### src/sv/tts_pkg.sv
package tts_pkg;

  localparam int unsigned MAX_RESULTS = 16;
  localparam int unsigned CNT_W       = $clog2(MAX_RESULTS + 1);

  localparam logic KIND_INSERT = 1'b0;
  localparam logic KIND_TICK   = 1'b1;

  typedef enum logic [1:0] {
    ST_ACCEPTED = 2'd0,
    ST_FULL     = 2'd1,
    ST_DUE      = 2'd2
  } status_e;

  typedef struct packed {
    logic        kind;
    logic [7:0]  task_id;
    logic [19:0] delay;
    logic [19:0] interval;
  } in_t;

  typedef struct packed {
    status_e    status;
    logic [7:0] due_id;
    logic       last;
  } out_t;

  // One slot entry as held in the slot memory.
  typedef struct packed {
    logic [7:0]  task_id;
    logic [31:0] deadline;
    logic [19:0] period;
  } slot_t;

  typedef enum logic [2:0] {
    S_IDLE,
    S_INS_SCAN,
    S_TK_RD,
    S_TK_EVAL,
    S_TK_DONE
  } state_e;

  typedef struct packed {
    logic slot_used;
    logic last_idx;
    logic due;
    logic cnt_full;
  } ctrl_stat_t;

  typedef struct packed {
    logic step;
    logic rd_en;
    logic ins_write;
    logic ins_full;
    logic fire;
    logic flush;
    logic busy;
  } ctrl_cmd_t;

endpackage

### src/sv/tts_ram.sv
module tts_ram #(
  parameter int unsigned WIDTH = 60,
  parameter int unsigned DEPTH = 16,
  parameter int unsigned AW    = (DEPTH > 1) ? $clog2(DEPTH) : 1
) (
  input  logic             clk_i,
  input  logic             we_i,
  input  logic [AW-1:0]    waddr_i,
  input  logic [WIDTH-1:0] wdata_i,
  input  logic             re_i,
  input  logic [AW-1:0]    raddr_i,
  output logic [WIDTH-1:0] rdata_o
);

  logic [WIDTH-1:0] mem [DEPTH];
  logic [WIDTH-1:0] rdata_q;

  always_ff @(posedge clk_i) begin
    if (we_i) begin
      mem[waddr_i] <= wdata_i;
    end
    if (re_i) begin
      rdata_q <= mem[raddr_i];
    end
  end

  assign rdata_o = rdata_q;

endmodule

### src/sv/tts_ctrl.sv
module tts_ctrl (
  input  logic                clk_i,
  input  logic                rst_ni,
  input  logic                acc_i,
  input  logic                tick_i,
  input  tts_pkg::ctrl_stat_t stat_i,
  output tts_pkg::ctrl_cmd_t  cmd_o
);
  import tts_pkg::*;

  state_e state_q, state_d;

  always_ff @(posedge clk_i or negedge rst_ni) begin
    if (!rst_ni) begin
      state_q <= S_IDLE;
    end else begin
      state_q <= state_d;
    end
  end

  always_comb begin
    state_d = state_q;
    unique case (state_q)
      S_IDLE: begin
        if (acc_i) begin
          state_d = (tick_i == KIND_TICK) ? S_TK_RD : S_INS_SCAN;
        end
      end
      S_INS_SCAN: begin
        if (!stat_i.slot_used || stat_i.last_idx) begin
          state_d = S_IDLE;
        end
      end
      S_TK_RD: begin
        if (stat_i.slot_used) begin
          state_d = S_TK_EVAL;
        end else if (stat_i.last_idx) begin
          state_d = S_TK_DONE;
        end
      end
      S_TK_EVAL: begin
        if ((stat_i.due && stat_i.cnt_full) || stat_i.last_idx) begin
          state_d = S_TK_DONE;
        end else begin
          state_d = S_TK_RD;
        end
      end
      S_TK_DONE: state_d = S_IDLE;
      default:   state_d = S_IDLE;
    endcase
  end

  always_comb begin
    cmd_o = '0;
    unique case (state_q)
      S_IDLE: begin
        cmd_o = '0;
      end
      S_INS_SCAN: begin
        cmd_o.busy      = 1'b1;
        cmd_o.ins_write = !stat_i.slot_used;
        cmd_o.ins_full  = stat_i.slot_used && stat_i.last_idx;
        cmd_o.step      = stat_i.slot_used && !stat_i.last_idx;
      end
      S_TK_RD: begin
        cmd_o.busy  = 1'b1;
        cmd_o.rd_en = stat_i.slot_used;
        cmd_o.step  = !stat_i.slot_used && !stat_i.last_idx;
      end
      S_TK_EVAL: begin
        cmd_o.busy = 1'b1;
        cmd_o.fire = stat_i.due;
        cmd_o.step = !(stat_i.due && stat_i.cnt_full) && !stat_i.last_idx;
      end
      S_TK_DONE: begin
        cmd_o.busy  = 1'b1;
        cmd_o.flush = 1'b1;
      end
      default: cmd_o = '0;
    endcase
  end

endmodule

### src/sv/timer_task_scheduler.sv
// Timer slot table with periodic reload.
// Command channel: present req_i and raise start; the transaction is taken
// at the rising edge where start is high and busy is low. kind selects an
// insert (task id, delay, reload interval) or a one millisecond tick.
// Result channel: res_valid_o strobes for exactly one cycle per result and
// the receiver cannot stall it. An insert gives one result (accepted or
// table full), with last set. A tick gives one result per due task in
// ascending slot order, at most 16, last set on the final one; a tick with
// nothing due gives no result at all.
// Sequence: an insert walks the used flags from slot 0 to the first free slot
// (or to the last slot on a full table), then the result register. A tick
// visits every slot, stopping early once 16 tasks have fired: a free slot is
// stepped over, an occupied slot takes a memory read, then compare and write
// back, then closes out and registers the final result if anything fired.
// The single-port-read slot memory is why an occupied slot needs a read step.
// Reset clears the clock, all used flags and the controller; slot contents
// are left as they are and are only read behind a used flag.
module timer_task_scheduler #(
  parameter int unsigned SLOTS = 16
) (
  input  logic          clk_i,
  input  logic          rst_ni,
  input  logic          start,
  output logic          busy,
  input  tts_pkg::in_t  req_i,
  output logic          res_valid_o,
  output tts_pkg::out_t res_o
);
  import tts_pkg::*;

  localparam int unsigned IW     = (SLOTS > 1) ? $clog2(SLOTS) : 1;
  localparam int unsigned SLOT_W = $bits(slot_t);
  localparam logic [IW-1:0] LAST_IDX = IW'(SLOTS - 1);

  logic              acc;
  ctrl_stat_t        stat;
  ctrl_cmd_t         cmd;

  logic [31:0]       time_q, time_d;
  logic [SLOTS-1:0]  used_q, used_d;
  logic [IW-1:0]     idx_q, idx_d;
  logic [CNT_W-1:0]  cnt_q, cnt_d;
  logic              pend_valid_q, pend_valid_d;
  logic [7:0]        pend_id_q, pend_id_d;
  in_t               req_q;
  logic              res_valid_q, res_valid_d;
  out_t              res_q, res_d;

  slot_t             rd_slot, wr_slot;
  logic [SLOT_W-1:0] rd_raw;
  logic              ram_we;
  logic [31:0]       diff;

  // Transaction acceptance; busy also covers the cycle a final result sits
  // in the output register.
  assign acc  = start && !busy;
  assign busy = cmd.busy || res_valid_q;

  // Due when the wrapping difference now - deadline is not negative.
  assign rd_slot = slot_t'(rd_raw);
  assign diff    = time_q - rd_slot.deadline;

  assign stat.slot_used = used_q[idx_q];
  assign stat.last_idx  = (idx_q == LAST_IDX);
  assign stat.due       = !diff[31];
  assign stat.cnt_full  = (cnt_q == CNT_W'(MAX_RESULTS - 1));

  tts_ctrl u_ctrl (
    .clk_i  (clk_i),
    .rst_ni (rst_ni),
    .acc_i  (acc),
    .tick_i (req_i.kind),
    .stat_i (stat),
    .cmd_o  (cmd)
  );

  // Insert writes a fresh entry; a firing periodic slot writes back its
  // reloaded deadline. A one-shot slot only drops its used flag.
  always_comb begin
    if (cmd.ins_write) begin
      wr_slot.task_id  = req_q.task_id;
      wr_slot.deadline = time_q + {12'd0, req_q.delay};
      wr_slot.period   = req_q.interval;
    end else begin
      wr_slot.task_id  = rd_slot.task_id;
      wr_slot.deadline = rd_slot.deadline + {12'd0, rd_slot.period};
      wr_slot.period   = rd_slot.period;
    end
  end

  assign ram_we = cmd.ins_write || (cmd.fire && (rd_slot.period != '0));

  tts_ram #(
    .WIDTH (SLOT_W),
    .DEPTH (SLOTS)
  ) u_slot_ram (
    .clk_i   (clk_i),
    .we_i    (ram_we),
    .waddr_i (idx_q),
    .wdata_i (wr_slot),
    .re_i    (cmd.rd_en),
    .raddr_i (idx_q),
    .rdata_o (rd_raw)
  );

  always_comb begin
    time_d       = time_q;
    used_d       = used_q;
    idx_d        = idx_q;
    cnt_d        = cnt_q;
    pend_valid_d = pend_valid_q;
    pend_id_d    = pend_id_q;
    res_valid_d  = 1'b0;
    res_d        = res_q;

    if (acc) begin
      idx_d        = '0;
      cnt_d        = '0;
      pend_valid_d = 1'b0;
      if (req_i.kind == KIND_TICK) begin
        time_d = time_q + 32'd1;
      end
    end
    if (cmd.step) begin
      idx_d = idx_q + IW'(1);
    end

    if (cmd.ins_write || cmd.ins_full) begin
      res_valid_d  = 1'b1;
      res_d.status = cmd.ins_write ? ST_ACCEPTED : ST_FULL;
      res_d.due_id = req_q.task_id;
      res_d.last   = 1'b1;
    end
    if (cmd.ins_write) begin
      used_d[idx_q] = 1'b1;
    end

    // Each due task is held back one find, so the final one can carry last.
    if (cmd.fire) begin
      if (rd_slot.period == '0) begin
        used_d[idx_q] = 1'b0;
      end
      cnt_d        = cnt_q + CNT_W'(1);
      pend_valid_d = 1'b1;
      pend_id_d    = rd_slot.task_id;
      if (pend_valid_q) begin
        res_valid_d  = 1'b1;
        res_d.status = ST_DUE;
        res_d.due_id = pend_id_q;
        res_d.last   = 1'b0;
      end
    end
    if (cmd.flush && pend_valid_q) begin
      res_valid_d  = 1'b1;
      res_d.status = ST_DUE;
      res_d.due_id = pend_id_q;
      res_d.last   = 1'b1;
      pend_valid_d = 1'b0;
    end
  end

  always_ff @(posedge clk_i or negedge rst_ni) begin
    if (!rst_ni) begin
      time_q       <= '0;
      used_q       <= '0;
      idx_q        <= '0;
      cnt_q        <= '0;
      pend_valid_q <= 1'b0;
      res_valid_q  <= 1'b0;
    end else begin
      time_q       <= time_d;
      used_q       <= used_d;
      idx_q        <= idx_d;
      cnt_q        <= cnt_d;
      pend_valid_q <= pend_valid_d;
      res_valid_q  <= res_valid_d;
    end
  end

  always_ff @(posedge clk_i) begin
    pend_id_q <= pend_id_d;
    res_q     <= res_d;
    if (acc) begin
      req_q <= req_i;
    end
  end

  assign res_valid_o = res_valid_q;
  assign res_o       = res_q;

endmodule

### config.mk
export PLATFORM = sky130hd
export DESIGN_NAME = timer_task_scheduler
export DESIGN_NICKNAME = d
export VERILOG_FILES = /design/src/sv/tts_pkg.sv /design/src/sv/tts_ram.sv /design/src/sv/tts_ctrl.sv /design/src/sv/timer_task_scheduler.sv
export SDC_FILE = /design/constraint.sdc
export NUM_CORES = 1
export LEC_CHECK = 0
export CAP_MARGIN = 0
export CORE_MARGIN = 2
export CORE_UTILIZATION = 60
export CTS_BUF_LIST = sky130_fd_sc_hd__clkbuf_8
export CTS_CLUSTER_SIZE = 28
export DETAILED_ROUTE_END_ITERATION = 8
export DONT_BUFFER_PORTS = 1
export PLACE_DENSITY = 0.76
export SYNTH_ARGS = -nofsm -noshare
export SYNTH_HDL_FRONTEND = slang
export SYNTH_SLANG_ARGS = --single-unit
export TNS_END_PERCENT = 50
### constraint.sdc
create_clock -name clk_i -period 26.2 [get_ports clk_i]
set_input_delay 3.93 -clock clk_i [delete_from_list [all_inputs] [get_ports clk_i]]
set_output_delay 3.93 -clock clk_i [all_outputs]
set_load 0.02 [all_outputs]
==> results of run 1 <==
## cells in the mapped netlist (5+ instances only)
master	instances
o311ai_0	5
o21a_1	14
mux4_2	305
nand4_1	10
o2111ai_1	5
nand2b_1	6
o22a_1	11
xnor2_1	49
edfxtp_1	1076
dfrtp_1	62
nor2b_1	9
mux2_2	19
nand2_1	172
nor4_1	10
mux2i_1	14
inv_1	58
buf_2	15
xor2_1	21
and2_1	11
o31ai_1	11
clkbuf_1	68
nor2_1	70
a21o_1	26
o21ai_0	39
and3_1	19
a211oi_1	7
ha_1	77
nand3_1	37
or3_1	5
a21oi_1	54
a31oi_1	15
dfxtp_1	11
nor3_1	18
o211ai_1	11
and4_1	6
buf_1	21
## state kept, by name, indices dropped and copies added (netlist names)
register / flops
time_q: 32
res_o: 11
used_q: 16
u_slot_ram.mem: 960
res_valid_o: 1
cnt_q: 5
pend_valid_q: 1
pend_id_q: 8
idx_q: 4
u_ctrl.state_q: 3
u_slot_ram.rdata_o: 60
req_q: 48
## logic make-up (layout without fill, tap and decap cells)
group                      Yosys count  count (layout)  synth area share [%]
xor gates and xnor gates            70              70                  1.30
adders and majority gates           79              79                  2.13
DFF                               1149            1149                  72.5
and+or+nand+nor                    392             392                  3.95
other                                0               5                     0
buffers and inverters              163             418                  1.36
muxes                              338             338                  15.4
AOI/OAI and AO/OA                  234             234                  3.41
## routing by layer
layer	vias to the layer above	GRT usage [%]	wire (µm)	part of all wire (%)
met5	-	0	19	0.018
met1	12600	38.5	42500	40
met2	1343	42.1	51400	48
met3	177	5.65	9870	9.3
li1	10200	-	-	-
met4	2	7.99	2220	2.1
## cell type report
class / instances / area [µm²] / area share, %
flip-flops and latches: 1149 / 34100 / 66.0
multi-input cells: 1113 / 12500 / 24.1
clock buffers: 186 / 2560 / 4.96
well taps: 1040 / 1300 / 2.52
clock inverters: 133 / 694 / 1.34
repair buffers: 41 / 320 / 0.620
inverters: 58 / 218 / 0.421
diodes: 5 / 12.5 / 0.0242
## worst register-to-register path: cells and delay by family (launching register included)
kind,cells,cell delay [ns]
AO/OA/AOI/OAI,4,1.37
adder cells (fa/ha/maj),1,0.35
buffers and inverters,1,0.91
flip-flops,1,0.48
AND/OR/NAND/NOR,4,1.80
## power by group
group          total [mW]  switching [mW]  internal (mW)
registers            3.03           0.188           2.84
clock network        1.36           0.672          0.690
logic                2.01            1.24          0.768
total                6.40            2.10           4.30
## placed cells by master (no fill, tap or decap), types with 5 or more instances in the layout
cell	instances
nand2_1	172
dfxtp_1	11
a21o_1	26
nor2b_1	8
nor4_1	9
mux4_2	305
o211ai_1	11
nand4_1	10
mux2i_1	14
or3_1	5
clkinv_1	34
o21a_1	14
a31oi_1	14
and4_1	6
o21ai_0	36
mux2_2	19
edfxtp_1	1076
a211oi_1	7
and2_1	11
nor3_1	18
nand2b_1	5
o311ai_0	5
diode_2	5
xnor2_1	49
dfrtp_1	58
clkinv_2	14
ha_1	77
clkbuf_8	186
nor2_4	18
inv_1	126
nand3_1	37
xor2_1	21
o2111ai_1	5
buf_4	40
o31ai_1	11
o22a_1	11
and3_1	19
nor2_1	55
a21oi_1	53
## worst max path at each step
stage	startpoint	endpoint	slack (ns)
finish	u_ctrl.state_q[0]	busy	20.14
global route	u_ctrl.state_q[0]	busy	20.04
CTS	u_ctrl.state_q[0]	busy	20.09
detailed placement	req_i[48]	time_q[19]	20.06
global placement	req_i[48]	time_q[21]	20.20
floorplan	time_q[28]	u_slot_ram.mem[3][0]	17.79
## metrics by stage
stage	instance area (µm²)	worst slack, ns	total power [mW]
finish	51700	20.14	6.40
global route	51700	20.04	6.68
CTS	51600	20.09	6.41
detailed placement	48400	20.06	5.06
global placement	48400	20.20	4.95
floorplan	47000	17.79	4.40
==> flow_summary_export.csv, run 1 <==
group,metric,value,unit
clock_network,worst_skew_pair.late_latency,0.84,ns
die,die_y,284,µm
logic_synthesis,syn_avg_cell_area,19.4,µm²
timing,fmax,165,MHz
timing,period_share,23.1,%
placement,gp_congestion,0.900,
critical_path,reg2regPathDepth,10,
min_path,hold_start,"u_slot_ram.rdata_o[53]",
logic_synthesis,synth.area.top_cells,"edfxtp_1 69%, mux4_2 15%, dfrtp_1 3.3%",
timing,fin_skew,0.0525,ns
clock_network,cts_buffers,174,
clock_network,clk_path_buf_depth,3,
die,die_w,284,µm
timing,hold_viol_final,0,
critical_path,crit_chain,"or3_4 > a21oi_1 > inv_1",
die,die-area,0.0806,mm²
die,ioPinCount,65,
power,peakVddDrop,0.0735,mV
clock_network,cts_hold_buffers,0,
die,rows,102,
timing,period_needed,6.06,ns
clock_network,cts_sinks,1149,
final_layout,areaGrowthSynthToFinish,9.87,%
timing,grt_setup_unrepaired,"false",
final_layout,drive_gt1_share,23.3,%
logic_synthesis,netlist_instances,2425,
power,cellLeakagePower,17.4,nW
timing,worst_slew_pin_slew,1.25,ns
drt,viasPerCell,6.53,
final_layout,fillCellCount,4860,
final_layout,fin_cells,3725,
global_route,grt_use_total,26.8,%
clock_network,cts-htree-levels,4,
critical_path,slowest_delay,0.51,ns
timing,tns,0,ns
critical_path,required,22.27,ns
global_route,first_global_vias,25000,
min_path,worstHoldPathCells,0,
clock_network,clk_pin_slew,0.06,ns
logic_synthesis,yosysUniqueCellTypes,71,
critical_path,path_max_fanout,12,
drt,drt_iter0_drc,3015,
critical_path,start_kind,"flip-flop",
critical_path,end_kind,"output port",
final_layout,final_core_utilization,66.7,%
logic_synthesis,async_flop_share,5.40,%
critical_path,crit_type,"flip-flop to output port",
placement,io_buffers,0,
global_route,grt_max_degree,116,
critical_path,arrival,2.13,ns
logic_synthesis,syn-num-nets,2556,
critical_path,cp_top_family,"flip-flops",
logic_synthesis,synth_area_leader_cell,"edfxtp_1",
logic_synthesis,synth.yosys.seq_area_share,72.5,%
die,coreArea,0.0775,mm²
timing,slew_headroom,14.6,%
critical_path,crit_buf_inv,1,
outcome,status,"completed",
flow_run,maxCapViolCount,0,
timing,finalSetupViolCount,0,
clock_network,root_buffer,"clkbuf_8",
drt,drc,0,
global_route,antenna_found_initial,3,
global_route,grt_pass1_wl,158000,µm
drt,routedWlPerCell,28.5,µm
critical_path,slowest_stage,"dfrtp_1",
die,start_util,60.7,%
logic_synthesis,yosysTopAreaCellShare,68.7,%
final_layout,fin_nets,2668,
timing,hold_ws,0.418,ns
drt,routed_wl,106000,µm
placement,dp_cells,3401,
logic_synthesis,synth_ff_type,"edfxtp_1",
critical_path,rr_endpoint,"u_slot_ram.mem[6][7]",
logic_synthesis,ys_warn_count,0,
global_route,grt-ovfl-total,0,
placement,detailedPlacementHpwl,57900,µm
clock_network,cts_tree,"yes",
clock_network,ctsResizeCount,0,
timing,slew_viol_final,0,
critical_path,rrSetupSlack,20.87,ns
min_path,hold_class,"flip-flop to flip-flop",
critical_path,cp_num_cells,3,
power,p_per_area,124,mW/mm²
min_path,hold-path-endpoint,"pend_id_q[1]",
drt,first_pass_iters,6,
clock_network,cts_setup_buffers,0,
drt,via_count,24300,
logic_synthesis,ys_ff_latch,1149,
logic_synthesis,synthesis.area,0.0470,mm²
critical_path,r2r-start,"time_q[2]",
logic_synthesis,synth_edf_count,1076,
drt,antenna_left,0,
No activity file was read; power rests on OpenSTA's default activity.
==> run 2, diff against run 1 <==
==> constraint.sdc (replaced) <==
create_clock -name clk_i -period 6.2 [get_ports clk_i]
set_input_delay 0.93 -clock clk_i [delete_from_list [all_inputs] [get_ports clk_i]]
set_output_delay 0.93 -clock clk_i [all_outputs]
set_load 0.02 [all_outputs]
==> run 2 against run 1 <==
Flip-flop and latch count stayed put. Global-route usage is 1.1 points higher. Critical path depth is 7 higher. Core utilization is 0.63 points higher. Combinational power grew to 4.9 times the previous value. Register-to-register slack worse by 20 ns. Final area is 0.95% higher. Sequential share of layout area is 0.62 points lower. Sequential power grew to 4.2 times the previous value. Routed wire length is 3.8% higher.
==> flow_summary_export.csv, run 2 (synthesized netlist as in run 1, its figures left out) <==
group,metric,value,unit
timing,grt_setup_unrepaired,"false",
final_layout,largest_reg_flops,960,
placement,detailedPlacementHpwl,70800,µm
placement,gp_congestion,0.902,
clock_network,root_buffer,"clkbuf_8",
flow_run,maxCapViolCount,0,
die,coreArea,0.0775,mm²
global_route,first_global_vias,24600,
clock_network,cts_tree,"yes",
drt,routedWlPerCell,29.3,µm
final_layout,areaGrowthSynthToFinish,10.9,%
timing,slew_headroom,7.92,%
final_layout,mostFrequentLayoutCells,"1076 x edfxtp_1, 305 x mux4_2, 180 x clkbuf_8",
outcome,status,"completed",
placement,io_buffers,0,
timing,fin_skew,0.0653,ns
power,cellLeakagePower,17.5,nW
timing,hold_viol_final,0,
global_route,grt_max_degree,79,
critical_path,r2r-start,"time_q[18]",
drt,drt_iter0_drc,3272,
drt,antenna_left,0,
critical_path,required,6.72,ns
timing,slew_viol_final,0,
global_route,antenna_found_initial,5,
final_layout,fillCellCount,4890,
clock_network,clk_pin_slew,0.06,ns
clock_network,ctsResizeCount,0,
drt,via_count,24600,
critical_path,crit_buf_inv,1,
min_path,hold_start,"req_i[3]",
power,p_per_area,551,mW/mm²
drt,drc,0,
critical_path,path_common_cell,"a21oi_1",
critical_path,end_kind,"flip-flop",
global_route,grt_use_total,27.9,%
clock_network,cts_hold_buffers,2,
timing,tns,0,ns
critical_path,rrSetupSlack,1.33,ns
timing,period_share,78.5,%
die,die_w,284,µm
drt,routed_wl,110000,µm
timing,finalSetupViolCount,0,
critical_path,crit_type,"flip-flop to flip-flop",
drt,viasPerCell,6.56,
clock_network,cts-htree-levels,4,
critical_path,start_kind,"flip-flop",
critical_path,slowest_delay,0.99,ns
critical_path,slowest_stage,"nor2b_4",
clock_network,cts_buffers,177,
clock_network,cts_sinks,1149,
critical_path,crit_start,"time_q[18]",
die,ioPinCount,65,
critical_path,path_max_fanout,33,
timing,period_needed,4.87,ns
critical_path,crit_chain,"ha_1 > a21oi_1 > o21ai_0 > a221oi_1 > a21oi_1 > o31ai_1 > and4bb_2 > a21oi_4 > nor2b_4 > buf_4",
clock_network,clk_path_buf_depth,3,
final_layout,final_common_cell,"edfxtp_1",
die,rows,102,
global_route,grt-ovfl-total,0,
clock_network,cts_setup_buffers,0,
timing,fmax,205,MHz
power,peakVddDrop,0.303,mV
min_path,hold_class,"input port to flip-flop",
drt,first_pass_iters,6,
final_layout,largest-register,"u_slot_ram.mem",
final_layout,final_core_utilization,67.3,%
final_layout,drive_gt1_share,24.6,%
power,total_power,28.7,mW
critical_path,arrival,5.39,ns
die,start_util,60.7,%
critical_path,cp_top_family,"simple AND/OR/NAND/NOR gates",
timing,worst_slew_pin_slew,1.34,ns
clock_network,worst_skew_pair.late_latency,0.88,ns
die,die-area,0.0806,mm²
die,die_y,284,µm
final_layout,fin_nets,2693,
global_route,grt_pass1_wl,163000,µm
==> run 2: final timing paths <==
check,to,cells after the start
min,req_q[3],0
max reg2reg,u_slot_ram.mem[15][50],10
max in group asynchronous,idx_q[3],2
min in group asynchronous,used_q[0],2
max,u_slot_ram.mem[15][50],10
min reg2reg,res_o[2],1
==> run 2: metal layers <==
| layer | up-vias | GRT usage [%] | share of wire [%] | routed length (µm) |
|---|---|---|---|---|
| met3 | 162 | 6.31 | 11 | 11900 |
| met1 | 12800 | 41.7 | 40 | 43800 |
| met4 | 0 | 7.51 | 1.9 | 2070 |
| li1 | 10200 | - | - | - |
| met5 | - | 0 | 0 | 0 |
| met2 | 1454 | 42.3 | 47 | 52300 |
==> run 2: area by class of cell <==
class / count / area [µm²] / area share (%)
Sequential cell: 1149 / 34100 / 65.4
Multi-Input combinational cell: 1113 / 12500 / 24.0
Clock buffer: 180 / 2480 / 4.75
Tap cell: 1040 / 1300 / 2.50
Clock inverter: 145 / 996 / 1.91
Timing Repair Buffer: 63 / 562 / 1.08
Inverter: 58 / 218 / 0.417
Antenna cell: 3 / 7.51 / 0.0144
==> run 2: report_power, final <==
| group | internal (mW) | switching (mW) | total [mW] |
|---|---|---|---|
| combinational | 3.43 | 6.36 | 9.79 |
| clock | 3.11 | 3.02 | 6.13 |
| sequential | 12.0 | 0.808 | 12.8 |
| total | 18.5 | 10.2 | 28.7 |
==> run 2: through the flow <==
| stage | hold WS, ns | cells | setup slack (ns) | area [µm²] |
|---|---|---|---|---|
| 6_report | 0.148 | 3751 | 1.33 | 52200 |
| 5_1_grt | 0.104 | 3749 | 1.05 | 52100 |
| 4_1_cts | 0.0834 | 3748 | 1.29 | 52100 |
| 3_5_place_dp | 0.440 | 3421 | 1.34 | 48600 |
| 3_3_place_gp | 0.434 | 3420 | 1.41 | 48600 |
| 2_1_floorplan | 0.426 | 2425 | 0.323 | 47000 |
